===== config.mk =====
export PLATFORM = sky130hd
export DESIGN_NAME = scan_disk_seek_scheduler_top
export DESIGN_NICKNAME = d
export VERILOG_FILES = /design/src/sdss_pkg.sv /design/src/scan_disk_seek_scheduler_top.sv /design/src/sdss_ram.sv /design/src/sdss_front.sv /design/src/sdss_back.sv
export SDC_FILE = /design/constraint.sdc
export NUM_CORES = 1
export LEC_CHECK = 0
export ABC_AREA = 1
export BUFFER_PORTS_ARGS = -buffer_cell sky130_fd_sc_hd__clkbuf_2
export CAP_MARGIN = 20
export CELL_PAD_IN_SITES_DETAIL_PLACEMENT = 0
export CELL_PAD_IN_SITES_GLOBAL_PLACEMENT = 2
export CORE_MARGIN = 4
export CORE_UTILIZATION = 31
export CTS_CLUSTER_DIAMETER = 150
export DETAILED_ROUTE_END_ITERATION = 8
export GPL_TIMING_DRIVEN = 0
export PLACE_DENSITY = 0.67
export SLEW_MARGIN = 20
export SYNTH_ARGS = -nofsm -noshare
export SYNTH_HDL_FRONTEND = slang
export SYNTH_SLANG_ARGS = --single-unit

===== constraint.sdc =====
create_clock -name clk -period 5.9 [get_ports clk]
set_input_delay 0.885 -clock clk [delete_from_list [all_inputs] [get_ports clk]]
set_output_delay 0.885 -clock clk [all_outputs]
set_load 0.005 [all_outputs]

===== src/sdss_pkg.sv =====
// Shared types and constants for the SCAN disk seek scheduler.
// No dependencies; the top, front and back files use it by scoped names.
package sdss_pkg;

  // Reset value of the upper disk end register
  localparam int LAST_TRACK_RESET = 199;

  // Command classification passed from the front end to the back end
  typedef struct packed {
    logic run;       // 1 = run the schedule, 0 = load a request
    logic up_first;  // run only: move toward higher tracks first
  } cmd_t;

endpackage


===== src/scan_disk_seek_scheduler_top.sv =====
// SCAN disk seek scheduler. A load word is inserted in sorted order; each stored request
// above it is shifted up one slot, one RAM read per shift. A run word walks the store in
// two passes (three when down first), giving one result word per match and per disk end
// step, at least one word; a stalled result port stalls the walk. Two-entry command queue
// decouples input from the back end. Reset (rst_n, sync, active low) empties queue and
// store and sets the upper disk end to 199.
module scan_disk_seek_scheduler_top #(
  parameter int QUEUE_DEPTH = 32,
  parameter int TRACK_BITS  = 10
) (
  input  logic                                clk,
  input  logic                                rst_n,
  // Configuration: upper disk end
  input  logic                                cfg_wr_en,
  input  logic [TRACK_BITS-1:0]               cfg_wdata,
  // Input words
  input  logic                                in_tvalid,
  output logic                                in_tready,
  input  logic [((TRACK_BITS+8)/8)*8-1:0]     in_tdata,   // position, up_first, zero pad
  input  logic                                in_tuser,   // op
  // Result words
  output logic                                out_tvalid,
  input  logic                                out_tready,
  output logic [((2*TRACK_BITS+8)/8)*8-1:0]   out_tdata,  // track, total_seek, zero pad
  output logic                                out_tlast,  // last
  output logic                                out_tuser   // overflowed
);

  localparam int TW  = TRACK_BITS;
  localparam int ODW = ((2*TRACK_BITS+8)/8)*8;

  logic [TW-1:0]   last_track_r;
  logic            cmd_valid;
  logic            cmd_ready;
  sdss_pkg::cmd_t  cmd;
  logic [TW-1:0]   cmd_pos;
  logic [TW-1:0]   res_track;
  logic [TW:0]     res_total;

  // Upper disk end register
  always_ff @(posedge clk) begin
    if (!rst_n) begin
      last_track_r <= TW'(sdss_pkg::LAST_TRACK_RESET);
    end else if (cfg_wr_en) begin
      last_track_r <= cfg_wdata;
    end
  end

  sdss_front #(
    .TRACK_BITS(TRACK_BITS)
  ) u_front (
    .clk         (clk),
    .rst_n       (rst_n),
    .last_track  (last_track_r),
    .in_valid    (in_tvalid),
    .in_ready    (in_tready),
    .in_op       (in_tuser),
    .in_position (in_tdata[TW-1:0]),
    .in_up_first (in_tdata[TW]),
    .cmd_valid   (cmd_valid),
    .cmd_ready   (cmd_ready),
    .cmd         (cmd),
    .cmd_pos     (cmd_pos)
  );

  sdss_back #(
    .QUEUE_DEPTH(QUEUE_DEPTH),
    .TRACK_BITS (TRACK_BITS)
  ) u_back (
    .clk            (clk),
    .rst_n          (rst_n),
    .last_track     (last_track_r),
    .cmd_valid      (cmd_valid),
    .cmd_ready      (cmd_ready),
    .cmd            (cmd),
    .cmd_pos        (cmd_pos),
    .out_valid      (out_tvalid),
    .out_ready      (out_tready),
    .out_track      (res_track),
    .out_total_seek (res_total),
    .out_last       (out_tlast),
    .out_overflowed (out_tuser)
  );

  assign out_tdata = ODW'({res_total, res_track});

endmodule


===== src/sdss_ram.sv =====
// Generic single-write, single-read RAM with registered read data.
// No dependencies.
module sdss_ram #(
  parameter int WIDTH = 10,
  parameter int DEPTH = 32
) (
  input  logic                                       clk,
  input  logic                                       wr_en,
  input  logic [(DEPTH > 1 ? $clog2(DEPTH) : 1)-1:0] wr_addr,
  input  logic [WIDTH-1:0]                           wr_data,
  input  logic                                       rd_en,
  input  logic [(DEPTH > 1 ? $clog2(DEPTH) : 1)-1:0] rd_addr,
  output logic [WIDTH-1:0]                           rd_data
);

  logic [WIDTH-1:0] mem_r [DEPTH];
  logic [WIDTH-1:0] rd_data_r;

  // Write port and registered read port; read data holds while rd_en is low
  always_ff @(posedge clk) begin
    if (wr_en) begin
      mem_r[wr_addr] <= wr_data;
    end
    if (rd_en) begin
      rd_data_r <= mem_r[rd_addr];
    end
  end

  assign rd_data = rd_data_r;

endmodule


===== src/sdss_front.sv =====
// Front end: accepts input words, classifies them and queues commands.
// Depends on sdss_pkg (cmd_t).
module sdss_front #(
  parameter int TRACK_BITS = 10
) (
  input  logic                  clk,
  input  logic                  rst_n,
  input  logic [TRACK_BITS-1:0] last_track,
  // Input word, already unpacked
  input  logic                  in_valid,
  output logic                  in_ready,
  input  logic                  in_op,
  input  logic [TRACK_BITS-1:0] in_position,
  input  logic                  in_up_first,
  // Command queue head toward the back end
  output logic                  cmd_valid,
  input  logic                  cmd_ready,
  output sdss_pkg::cmd_t        cmd,
  output logic [TRACK_BITS-1:0] cmd_pos
);

  localparam int QDEPTH = 2;

  sdss_pkg::cmd_t        fq_cmd_r [QDEPTH];
  logic [TRACK_BITS-1:0] fq_pos_r [QDEPTH];
  logic                  wp_r, wp_nxt;
  logic                  rp_r, rp_nxt;
  logic [1:0]            fill_r, fill_nxt;
  logic                  push, pop;
  sdss_pkg::cmd_t        cls_cmd;
  logic [TRACK_BITS-1:0] cls_pos;

  // Classify: a run carries the head track saturated at the upper end
  always_comb begin
    cls_cmd.run      = in_op;
    cls_cmd.up_first = in_up_first;
    cls_pos          = in_position;
    if (in_op && (in_position > last_track)) begin
      cls_pos = last_track;
    end
  end

  assign in_ready  = (fill_r != 2'(QDEPTH));
  assign cmd_valid = (fill_r != 2'd0);
  assign push      = in_valid && in_ready;
  assign pop       = cmd_valid && cmd_ready;
  assign cmd       = fq_cmd_r[rp_r];
  assign cmd_pos   = fq_pos_r[rp_r];

  // Queue pointers and fill level
  always_comb begin
    wp_nxt   = push ? ~wp_r : wp_r;
    rp_nxt   = pop ? ~rp_r : rp_r;
    fill_nxt = fill_r;
    if (push && !pop) begin
      fill_nxt = fill_r + 2'd1;
    end else if (pop && !push) begin
      fill_nxt = fill_r - 2'd1;
    end
  end

  always_ff @(posedge clk) begin
    if (!rst_n) begin
      wp_r   <= 1'b0;
      rp_r   <= 1'b0;
      fill_r <= 2'd0;
    end else begin
      wp_r   <= wp_nxt;
      rp_r   <= rp_nxt;
      fill_r <= fill_nxt;
    end
  end

  // Queue payload
  always_ff @(posedge clk) begin
    if (push) begin
      fq_cmd_r[wp_r] <= cls_cmd;
      fq_pos_r[wp_r] <= cls_pos;
    end
  end

endmodule


===== src/sdss_back.sv =====
// Back end: sorted insert of loads into the request RAM and SCAN walk for runs.
// Depends on sdss_pkg (cmd_t) and sdss_ram.
module sdss_back #(
  parameter int QUEUE_DEPTH = 32,
  parameter int TRACK_BITS  = 10
) (
  input  logic                  clk,
  input  logic                  rst_n,
  input  logic [TRACK_BITS-1:0] last_track,
  // Command from the front end
  input  logic                  cmd_valid,
  output logic                  cmd_ready,
  input  sdss_pkg::cmd_t        cmd,
  input  logic [TRACK_BITS-1:0] cmd_pos,
  // Result register
  output logic                  out_valid,
  input  logic                  out_ready,
  output logic [TRACK_BITS-1:0] out_track,
  output logic [TRACK_BITS:0]   out_total_seek,
  output logic                  out_last,
  output logic                  out_overflowed
);

  localparam int AW = (QUEUE_DEPTH > 1) ? $clog2(QUEUE_DEPTH) : 1;
  localparam int CW = $clog2(QUEUE_DEPTH + 1);
  localparam int TW = TRACK_BITS;

  typedef enum logic [6:0] {
    ST_IDLE    = 7'b0000001,
    ST_LD_RD   = 7'b0000010,
    ST_LD_CHK  = 7'b0000100,
    ST_RUN_RD  = 7'b0001000,
    ST_RUN_CHK = 7'b0010000,
    ST_RUN_END = 7'b0100000,
    ST_RUN_FIN = 7'b1000000
  } state_t;

  // Scan passes over the sorted store
  typedef enum logic [4:0] {
    PH_UP_GE = 5'b00001,  // ascending, at or above head
    PH_UP_LT = 5'b00010,  // descending, below head
    PH_DN_EQ = 5'b00100,  // ascending, on head
    PH_DN_LT = 5'b01000,  // descending, below head
    PH_DN_GT = 5'b10000   // ascending, above head
  } phase_t;

  state_t        st_r, st_nxt;
  phase_t        ph_r, ph_nxt;
  logic [CW-1:0] cnt_r, cnt_nxt;
  logic [CW-1:0] idx_r, idx_nxt;
  logic          drop_r, drop_nxt;
  logic [TW-1:0] pos_r, pos_nxt;
  logic          up_r, up_nxt;
  logic          pend_v_r, pend_v_nxt;
  logic [TW-1:0] pend_trk_r, pend_trk_nxt;
  logic [TW:0]   tot_r, tot_nxt;
  logic          out_valid_r, out_valid_nxt;
  logic [TW-1:0] out_trk_r, out_trk_nxt;
  logic [TW:0]   out_tot_r, out_tot_nxt;
  logic          out_last_r, out_last_nxt;
  logic          out_ovf_r, out_ovf_nxt;

  logic          ram_we;
  logic [AW-1:0] ram_waddr;
  logic [TW-1:0] ram_wdata;
  logic          ram_re;
  logic [AW-1:0] ram_raddr;
  logic [TW-1:0] ram_rdata;

  logic [CW-1:0] idx_m1;
  logic [TW-1:0] sat_d;
  logic          asc;
  logic          scan_done;
  logic          match;
  logic          out_free;
  logic          emit_ok;
  logic [TW-1:0] cur_trk;
  logic [TW-1:0] cand;
  logic [TW-1:0] step_dist;
  logic [TW:0]   new_tot;
  logic [TW-1:0] end_trk;

  sdss_ram #(
    .WIDTH(TW),
    .DEPTH(QUEUE_DEPTH)
  ) u_store (
    .clk     (clk),
    .wr_en   (ram_we),
    .wr_addr (ram_waddr),
    .wr_data (ram_wdata),
    .rd_en   (ram_re),
    .rd_addr (ram_raddr),
    .rd_data (ram_rdata)
  );

  // Datapath helpers
  assign idx_m1    = idx_r - CW'(1);
  assign sat_d     = (ram_rdata > last_track) ? last_track : ram_rdata;
  assign asc       = (ph_r == PH_UP_GE) || (ph_r == PH_DN_EQ) || (ph_r == PH_DN_GT);
  assign scan_done = asc ? (idx_r == cnt_r) : (idx_r == '0);
  assign out_free  = !out_valid_r || out_ready;
  assign emit_ok   = !pend_v_r || out_free;
  assign cur_trk   = pend_v_r ? pend_trk_r : pos_r;
  assign end_trk   = up_r ? last_track : '0;
  assign cand      = (st_r == ST_RUN_END) ? end_trk : sat_d;
  assign step_dist = (cand >= cur_trk) ? (cand - cur_trk) : (cur_trk - cand);
  assign new_tot   = (pend_v_r ? tot_r : '0) + (TW+1)'(step_dist);

  always_comb begin
    case (ph_r)
      PH_UP_GE: match = (sat_d >= pos_r);
      PH_UP_LT: match = (sat_d < pos_r);
      PH_DN_EQ: match = (sat_d == pos_r);
      PH_DN_LT: match = (sat_d < pos_r);
      PH_DN_GT: match = (sat_d > pos_r);
      default:  match = 1'b0;
    endcase
  end

  assign cmd_ready = (st_r == ST_IDLE);

  // Sequencer
  always_comb begin
    st_nxt       = st_r;
    ph_nxt       = ph_r;
    cnt_nxt      = cnt_r;
    idx_nxt      = idx_r;
    drop_nxt     = drop_r;
    pos_nxt      = pos_r;
    up_nxt       = up_r;
    pend_v_nxt   = pend_v_r;
    pend_trk_nxt = pend_trk_r;
    tot_nxt      = tot_r;
    ram_we       = 1'b0;
    ram_waddr    = idx_r[AW-1:0];
    ram_wdata    = pos_r;
    ram_re       = 1'b0;
    ram_raddr    = asc ? idx_r[AW-1:0] : idx_m1[AW-1:0];

    // result register drains, and takes a new word when pushed below
    out_valid_nxt = out_valid_r && !out_ready;
    out_trk_nxt   = out_trk_r;
    out_tot_nxt   = out_tot_r;
    out_last_nxt  = out_last_r;
    out_ovf_nxt   = out_ovf_r;

    case (st_r)
      ST_IDLE: begin
        if (cmd_valid) begin
          pos_nxt = cmd_pos;
          up_nxt  = cmd.up_first;
          if (cmd.run) begin
            idx_nxt    = '0;
            pend_v_nxt = 1'b0;
            ph_nxt     = cmd.up_first ? PH_UP_GE : PH_DN_EQ;
            st_nxt     = ST_RUN_RD;
          end else if (cnt_r == CW'(QUEUE_DEPTH)) begin
            drop_nxt = 1'b1;
          end else begin
            idx_nxt = cnt_r;
            st_nxt  = ST_LD_RD;
          end
        end
      end

      // sorted insert: shift larger entries up one slot
      ST_LD_RD: begin
        if (idx_r == '0) begin
          ram_we    = 1'b1;
          ram_waddr = '0;
          cnt_nxt   = cnt_r + CW'(1);
          st_nxt    = ST_IDLE;
        end else begin
          ram_re    = 1'b1;
          ram_raddr = idx_m1[AW-1:0];
          st_nxt    = ST_LD_CHK;
        end
      end

      ST_LD_CHK: begin
        ram_we = 1'b1;
        if (ram_rdata > pos_r) begin
          ram_wdata = ram_rdata;
          idx_nxt   = idx_m1;
          st_nxt    = ST_LD_RD;
        end else begin
          cnt_nxt = cnt_r + CW'(1);
          st_nxt  = ST_IDLE;
        end
      end

      // run: issue a read or move on to the next pass
      ST_RUN_RD: begin
        if (scan_done) begin
          case (ph_r)
            PH_UP_GE: st_nxt = ST_RUN_END;
            PH_DN_EQ: begin
              ph_nxt  = PH_DN_LT;
              idx_nxt = cnt_r;
            end
            PH_DN_LT: st_nxt = ST_RUN_END;
            default:  st_nxt = ST_RUN_FIN;
          endcase
        end else begin
          ram_re = 1'b1;
          st_nxt = ST_RUN_CHK;
        end
      end

      ST_RUN_CHK: begin
        if (!match || emit_ok) begin
          idx_nxt = asc ? (idx_r + CW'(1)) : idx_m1;
          st_nxt  = ST_RUN_RD;
        end
        if (match && emit_ok) begin
          if (pend_v_r) begin
            out_valid_nxt = 1'b1;
            out_trk_nxt   = pend_trk_r;
            out_tot_nxt   = tot_r;
            out_last_nxt  = 1'b0;
            out_ovf_nxt   = drop_r;
          end
          pend_v_nxt   = 1'b1;
          pend_trk_nxt = sat_d;
          tot_nxt      = new_tot;
        end
      end

      // disk end step, skipped when the head already stands there
      ST_RUN_END: begin
        if (cur_trk == end_trk || emit_ok) begin
          ph_nxt  = up_r ? PH_UP_LT : PH_DN_GT;
          idx_nxt = up_r ? cnt_r : '0;
          st_nxt  = ST_RUN_RD;
        end
        if (cur_trk != end_trk && emit_ok) begin
          if (pend_v_r) begin
            out_valid_nxt = 1'b1;
            out_trk_nxt   = pend_trk_r;
            out_tot_nxt   = tot_r;
            out_last_nxt  = 1'b0;
            out_ovf_nxt   = drop_r;
          end
          pend_v_nxt   = 1'b1;
          pend_trk_nxt = end_trk;
          tot_nxt      = new_tot;
        end
      end

      // final word of the run; empty the store and clear the overflow flag afterwards
      ST_RUN_FIN: begin
        if (out_free) begin
          out_valid_nxt = 1'b1;
          out_trk_nxt   = pend_v_r ? pend_trk_r : pos_r;
          out_tot_nxt   = pend_v_r ? tot_r : '0;
          out_last_nxt  = 1'b1;
          out_ovf_nxt   = drop_r;
          pend_v_nxt    = 1'b0;
          cnt_nxt       = '0;
          drop_nxt      = 1'b0;
          st_nxt        = ST_IDLE;
        end
      end

      default: st_nxt = ST_IDLE;
    endcase
  end

  // Control registers
  always_ff @(posedge clk) begin
    if (!rst_n) begin
      st_r        <= ST_IDLE;
      ph_r        <= PH_UP_GE;
      cnt_r       <= '0;
      drop_r      <= 1'b0;
      pend_v_r    <= 1'b0;
      out_valid_r <= 1'b0;
    end else begin
      st_r        <= st_nxt;
      ph_r        <= ph_nxt;
      cnt_r       <= cnt_nxt;
      drop_r      <= drop_nxt;
      pend_v_r    <= pend_v_nxt;
      out_valid_r <= out_valid_nxt;
    end
  end

  // Payload registers
  always_ff @(posedge clk) begin
    idx_r      <= idx_nxt;
    pos_r      <= pos_nxt;
    up_r       <= up_nxt;
    pend_trk_r <= pend_trk_nxt;
    tot_r      <= tot_nxt;
    out_trk_r  <= out_trk_nxt;
    out_tot_r  <= out_tot_nxt;
    out_last_r <= out_last_nxt;
    out_ovf_r  <= out_ovf_nxt;
  end

  assign out_valid      = out_valid_r;
  assign out_track      = out_trk_r;
  assign out_total_seek = out_tot_r;
  assign out_last       = out_last_r;
  assign out_overflowed = out_ovf_r;

endmodule

; ---- Yosys cells after proc, flatten, opt, wreduce, memory -nomap -nowiden
; Memories as Yosys holds them, arrays and structs flattened. A register that Yosys moved wholly into a read port is not among the register bits.
; Index checks and enable logic that the tools add are counted.
[op_classes]
add_sub_neg = 8
order_cmp = 7
n_eq_ne = 34
mux = 104
n_bitwise = 2
reduce_logical = 41
[ops]
columns = cell, count
row1 = two-way mux 10 bit, 14
row2 = two-way mux 6 bit, 13
row3 = two-way mux 11 bit, 7
row4 = two-way mux 5 bit, 11
row5 = two-way mux 7 bit, 7
row6 = one-hot mux 7 bit (7 select lines), 1
row7 = > comparator 10 bit, 4
row8 = one-hot mux 11 bit (3 select lines), 1
row9 = two-way mux 1 bit, 30
row10 = one-hot mux 10 bit (3 select lines), 1
row11 = one-hot mux 6 bit (5 select lines), 1
row12 = one-hot mux 11 bit (2 select lines), 1
row13 = == test 10 bit, 2
row14 = greater-or-equal comparator 10 bit, 2
row15 = one-hot mux 10 bit (2 select lines), 1
row16 = subtractor 10 bit, 2
row17 = inequality test 2 x 1 -> 1 bit (second input constant), 9
row18 = one-hot mux 6 bit (3 select lines), 1
row19 = AND reduction 6 bit, 3
row20 = one-hot mux 5 bit (3 select lines), 1
row21 = one-hot mux 7 bit (2 select lines), 1
row22 = adder 6 x 1 -> 6 bit (second input constant), 2
row23 = inequality test 2 bit (second input constant), 6
row24 = adder 11 x 10 -> 11 bit, 1
row25 = 40 further kinds, 74
[totals]
ff_bits = 86
ram_bits = 344
inputBits = 32
output_inout_bits = 28
wordCells = 217
n_memories = 3
[memory_table]
columns = memory, words, width, rd, rd_clocked_by_memory_dff, write_ports, line
row1 = u_back.u_store.mem_r, 32, 10, 1, 1, 1, sdss_ram.sv:16  ; logic [WIDTH-1:0] mem_r [DEPTH];
row2 = u_front.fq_pos_r, 2, 10, 1, 1, 1, sdss_front.sv:25  ; logic [TRACK_BITS-1:0] fq_pos_r [QDEPTH];
row3 = u_front.fq_cmd_r, 2, 2, 1, 1, 1, sdss_front.sv:24  ; sdss_pkg::cmd_t fq_cmd_r [QDEPTH];

; ---- Logic depth before layout (Yosys ltp)
[depth]
ltp_word = 8
depth_mapped = 36
ltp_nobuf = 35

; ---- Cells and area by module
; Synthesis repeated with hierarchy kept, for this count alone.
[hier_totals]
hier_cells = 2313
area_unflattened_um2 = 22432.8
[modules_own_cells]
columns = module, n_inst, cells_each, area_per_inst_um2, seq_area_each_um2
row1 = sdss_ram, 1, 1140, 13430.4, 9909.5
row2 = sdss_back, 1, 964, 7035.5, 2252.2
row3 = sdss_front, 1, 151, 1536.5, 820.8
row4 = scan_disk_seek_scheduler_top, 1, 58, 430.4, 200.2

; ---- Worst setup path after synthesis
; OpenSTA, ideal clock, no wires.
[synth_timing]
kind = register -> register
start = reg u_back.u_store.rd_data_r[1] (netlist: u_back.u_store.rd_data[1]) (read register of u_back.u_store.mem_r)
end = reg u_back.tot_r[10] (data pin)
setup_time_ns = 0.262
arrival_ns = 4.692
required_time_ns = 5.638
path_slack_ns = 0.946
stages_incl_launch_ff = 35
n_path_buf = 3
synth_period_minus_slack_ns = 4.954
path_cell_list = edfxtp_1 ha_1 inv_1 o21bai_1 a21oi_1 o21ai_0 nand2_1 nand2_1 nand2_1 nand3_1 clkbuf_1 nand3_1 nand3_1 nand2_1 inv_1 ha_1 clkbuf_1 a21oi_1 o21ai_0 a221oi_1 nand3_1 clkbuf_1 nand2_1 o21ai_0 fa_1 nand3_1 nand2_1 nand2_1 nand2_1 a21oi_1 o21ai_0 nand2_1 nand2_1 a21oi_1 xor2_1
[synth_between]
elab_chain_cells = 8
elab_cells_between_ends = 11
cone_classes = add/sub: 3 / order compare: 2 / mux: 6
[synth_lines]
columns = item, line
row1 = "start, declared", sdss_ram.sv:17  ; logic [WIDTH-1:0] rd_data_r;
row2 = > comparator 10 bit *, sdss_back.sv:98  ; assign sat_d = (ram_rdata > last_track) ? last_track : ram_rdata;
row3 = two-way mux 10 bit *, sdss_back.sv:98
row4 = two-way mux 10 bit *, sdss_back.sv:105  ; assign cand = (st_r == ST_RUN_END) ? end_trk : sat_d;
row5 = named net u_back.cand[5], sdss_back.sv:78  ; logic [TW-1:0] cand;
row6 = subtractor 10 bit / greater-or-equal comparator 10 bit (equally long branches), sdss_back.sv:106  ; assign step_dist = (cand >= cur_trk) ? (cand - cur_trk) : (cur_trk - cand);
row7 = two-way mux 10 bit *, sdss_back.sv:106
row8 = adder 11 x 10 -> 11 bit *, sdss_back.sv:107  ; assign new_tot = (pend_v_r ? tot_r : '0) + (TW+1)'(step_dist);
row9 = named net u_back.new_tot[10], sdss_back.sv:80  ; logic [TW:0] new_tot;
row10 = two-way mux 11 bit (on tied branches), "sdss_back.sv:236, sdss_back.sv:215"
row11 = one-hot mux 11 bit (2 select lines) *, sdss_back.sv:147  ; case (st_r)
row12 = "end signal, assigned", sdss_back.sv:294  ; tot_r <= tot_nxt;
row13 = "end, declared", sdss_back.sv:56  ; logic [TW:0] tot_r, tot_nxt;
; Mark *: on every way through the listed nets, which the timed path passes. The rest lies on a longest branch. The select of a mux whose other input is x is not followed.
; A chain may end at the register's enable or synchronous reset.

; ---- Worst setup path in the final report
[layout_timing]
start = reg last_track_r[2]
end = reg u_back.tot_r[9] (data pin)
[layout_between]
elab_chain_cells = 8
elab_cells_between_ends = 12
cone_classes = add/sub: 3 / order compare: 2 / mux: 7
[layout_lines]
columns = item, line
row1 = "start, declared", scan_disk_seek_scheduler_top.sv:32  ; logic [TW-1:0] last_track_r;
row2 = "start signal, assigned", scan_disk_seek_scheduler_top.sv:43  ; last_track_r <= TW'(sdss_pkg::LAST_TRACK_RESET);
row3 = "start signal, assigned", scan_disk_seek_scheduler_top.sv:45  ; last_track_r <= cfg_wdata;
row4 = > comparator 10 bit *, sdss_back.sv:98
row5 = two-way mux 10 bit *, sdss_back.sv:98
row6 = two-way mux 10 bit *, sdss_back.sv:105
row7 = named net u_back.cand[7], sdss_back.sv:78
row8 = subtractor 10 bit / greater-or-equal comparator 10 bit (equally long branches), sdss_back.sv:106
row9 = two-way mux 10 bit *, sdss_back.sv:106
row10 = adder 11 x 10 -> 11 bit *, sdss_back.sv:107
row11 = named net u_back.new_tot[9], sdss_back.sv:80
row12 = two-way mux 11 bit (on tied branches), "sdss_back.sv:236, sdss_back.sv:215"
row13 = one-hot mux 11 bit (2 select lines) *, sdss_back.sv:147
; Marks and branches as above.

==> summary.md <==
| Metric | Value |
|---|---|
| Status | finished clean |
| Critical path class | register to register |
| Largest net degree at the start of global routing | 23 |
| Area growth, synth to finish | 16.97% |
| Remaining DRCs | 0 |
| Final HPWL DP | 52990 microns |
| CP max stage delay | roughly 0.40 ns |
| Lkg Pwr | between 10 and 15 nW |
| Vias | about 17000 |
| Final wirelength | a little over 70000 microns |
| Worst reg2reg path depth | 31 |
| Number of distinct library cells after synthesis | 44 |
| Skew-Pair Late Insertion Delay | 0.62 ns |
| # rows | 100 |
| Final Power | around 0.016 W |
| Worst-Margin Slew | between 1 and 1.5 ns |
| Starting DRC count in detailed routing | 1165 |
| Hold Path Sink | u_front.fq_cmd_r[1][0]$_DFFE_PP_ |
| # setup viols final | 0 |
| CTS Root Cell | clkbuf_16 |
| M3 GR Usage | under 10% |
| Drt pass-1 iters | 5 |
| Port bufs | 51 |
| CTS tree | done |
| Final instance area | roughly 0.027 sq mm |
| Hold WC Path Type | input pin to register |
| Critical R2R Launch | last_track_r[2]$_SDFFE_PN1P_ |
| Crit path max fanout | 10 |
| Cell depth of the worst hold path | 1 |
| Worst Slack Setup Final | approximately 0.38 ns |
| Setup WS pre-CTS | -0.2274 ns |
| GRT busiest layer | met2 |
| H-tree depth | 2 |
| VDD IR max | approximately 0.26 mV |
| Buf/Inv on CP | 6 |
| Commonest non-fill, non-tap cells in the layout | nand2_1 (621), inv_1 (508), nand3_1 (420) |
| Finished Layout Cells | 3733 |
| Placed cell areas | between 0.02 and 0.03 sq mm |
| CP Launch Type | register |
| Final period util | 93.53% |
| Max Fclk | around 0.18 GHz |
| Critical path's slowest cell | dfxtp_1 |
| Detail Route Antenna Nets | 0 |
| Max_slew headroom | roughly 31% |
| Chip width | 281.7 microns |
| Gpl congestion | 0.9046 |
| Final Hold Fails | 0 |
| Starting Density | between 30% and 40% |
| Clk slew on worst S/H paths | approximately 0.060 ns |
| N_diodes | 0 |
| Syn Area/Cell | ~9.0 sq um |
| TritonCTS Buffers | 53 |
| Grt met1 use | a little under a quarter |
| Total of max-cap violations | 0 |
| Die ar. | slightly below 0.08 sq mm |
| Pwr dens | between 500 and 600 mW/mm^2 |
| Antenna violations before repair | 0 |
| Clock sinks | roughly 450 |
| DR WL/cell | 19.02 microns |
| Clk_skew | between 0.02 and 0.03 ns |
| Mapped Cells | 2592 |
| Total grt overflow | 0 |
| Die Ht | about 280 microns |
| Dpl cells | 3634 |
| Met2 usage | 30.46% |
| Final min period | around 5.5 ns |
| Most common cell on crit path | nand2_1 |
| Crit Reg-Reg Endpoint | u_back.tot_r[9]$_DFFE_PP_ |
| CP endpoint kind | register |
| Proportion of layout cells with a drive suffix above 1 | under 10% |
| R2R setup slack | approximately 0.38 ns |
| I/O pin cnt | 60 |
| Core outline area | about 0.074 sq mm |
| Synth warn | 0 |
| Worst Path Arrival | 5.87 ns |
| CTS Buffer Depth | 3 |
| Wire length of the first global-routing pass | ~110000 microns |
| Vias in the first global route | 17227 |
| Total GRT Usage | ~18% |
| Syn Std Cell Area | 0.02323 sq mm |
| Register bit total from synthesis | 451 |
| Sequential-to-total area share from yosys stat | a little under three fifths |
| Vias per cell | roughly 4.7 |
| Count of final max-slew check failures | 0 |
| Hold_sp | in_tdata[10] |
| Critical Path RT | ~6.3 ns |
| Net count, final | between 2000 and 3000 |
| Min Hold Slack | 0.4809 ns |
| Commonest non-fill, non-tap cell in the layout | nand2_1 |
| Crit path max-delay family | compound AO/OA/AOI/OAI gates |
==> state kept, by name, indices dropped and copies added (netlist names), 6 cells and up, named ones only <==
name                    count
u_back.st_r                 7
u_back.cnt_r                6
u_front.fq_pos_r           20
u_back.out_total_seek      11
u_back.pend_trk_r          10
u_back.u_store.mem_r      320
u_back.idx_r                6
u_back.out_track           10
last_track_r               10
u_back.pos_r               10
u_back.tot_r               11
u_back.u_store.rd_data     10
==> metrics by stage <==
| step | setup TNS [ns] | utilization (%) |
|---|---|---|
| 2_1_floorplan | 0 | - |
| 3_3_place_gp | -631.53 | 33.24 |
| 3_5_place_dp | -0.4552 | 34.10 |
| 4_1_cts | 0 | 36.48 |
| 5_1_grt | -0.01551 | 36.56 |
| 6_report | 0 | 36.56 |
==> worst register-to-register path: cells and delay by family (launching register included) <==
kind                     cells  cell delay [ns]
adder cells (fa/ha/maj)      3             1.06
AO/OA/AOI/OAI                9             1.59
buffers and inverters        6             0.82
flip-flops                   1             0.40
XOR/XNOR                     1             0.11
AND/OR/NAND/NOR             12             1.29
==> layer usage <==
layer	vias up	share of wire [%]
li1	8700	-
met1	8236	46
met2	329	48
met3	100	3.9
met4	0	2.5
met5	-	0
==> power by group <==
group          internal (W)  switching, W  leakage (nW)
combinational       0.00261       0.00585          7.16
sequential          0.00408      0.000134          4.05
clock               0.00195       0.00138         0.853
total               0.00864       0.00736          12.1
==> synthesized netlist by cell type (all sizes together) <==
master,number,area [sq um]
nand2,629,2371
inv,509,1911
nand3,423,2135
edfxtp,415,12460
nor2,121,471.7
o21ai,102,521.8
ha,78,975.9
a21oi,71,355.3
buf,61,320.3
clkbuf,41,153.9
dfxtp,36,720.7
xor2,27,236.5
nand4,16,100.1
nor3,7,46.30
o211ai,7,52.55
and2,6,37.54
clkinv,5,18.77
o21bai,5,37.54
a21o,4,30.03
o2111ai,4,35.03
xnor2,4,35.03
a221oi,3,26.28
fa,3,60.06
o221ai,3,26.28
a31oi,2,12.51
mux2i,2,20.02
nand3b,2,15.01
a211oi,1,7.510
and3,1,6.260
conb,1,3.750
mux2,1,11.26
o21a,1,7.510
or2,1,6.260
==> what timing repair did <==
item / in CTS / in global routing
endpoints found under the hold margin: 0 / 0
buffers inserted: 0 / 3
gates resized for setup: 4 / 21
hold buffers: 0 / 0
pin swaps: 1 / 3
cloned: 0 / 0
setup endpoints to repair: 3 / 5
==> worst max path at each step <==
stage	cells past startpoint	start	slack (ns)	to
3_3_place_gp	6	u_back.st_r[6]$_SDFFE_PN0P_	-2.53	u_back.u_store.mem_r[28][3]$_DFFE_PP_
2_1_floorplan	34	u_back.u_store.rd_data[1]$_DFFE_PP_	0.95	u_back.tot_r[10]$_DFFE_PP_
5_1_grt	31	last_track_r[2]$_SDFFE_PN1P_	-0.02	u_back.tot_r[9]$_DFFE_PP_
3_5_place_dp	35	last_track_r[1]$_SDFFE_PN1P_	-0.23	u_back.tot_r[10]$_DFFE_PP_
4_1_cts	35	last_track_r[1]$_SDFFE_PN1P_	0.008	u_back.tot_r[10]$_DFFE_PP_
6_report	31	last_track_r[2]$_SDFFE_PN1P_	0.38	u_back.tot_r[9]$_DFFE_PP_
==> kinds of logic after synthesis <==
group / synth area share (%)
adder cells (fa/ha/maj): 4.460
multiplexers: 0.1347
XOR/XNOR: 1.169
other: 0.01614
AO/OA/AOI/OAI: 4.788
flip-flops: 56.75
buffers and inverters: 10.35
AND/OR/NAND/NOR: 22.34
==> area by class of cell <==
type	instances	area, sq um
Fill cell	7634	47150
Sequential cell	451	13180
Multi-Input combinational cell	1527	7841
Tap cell	969	1212
Inverter	514	1929
Clock buffer	66	1395
Timing Repair Buffer	75	782.0
Clock inverter	33	362.8
Buffer	98	466.7
Note: power is estimated with default switching activity, not from simulation.
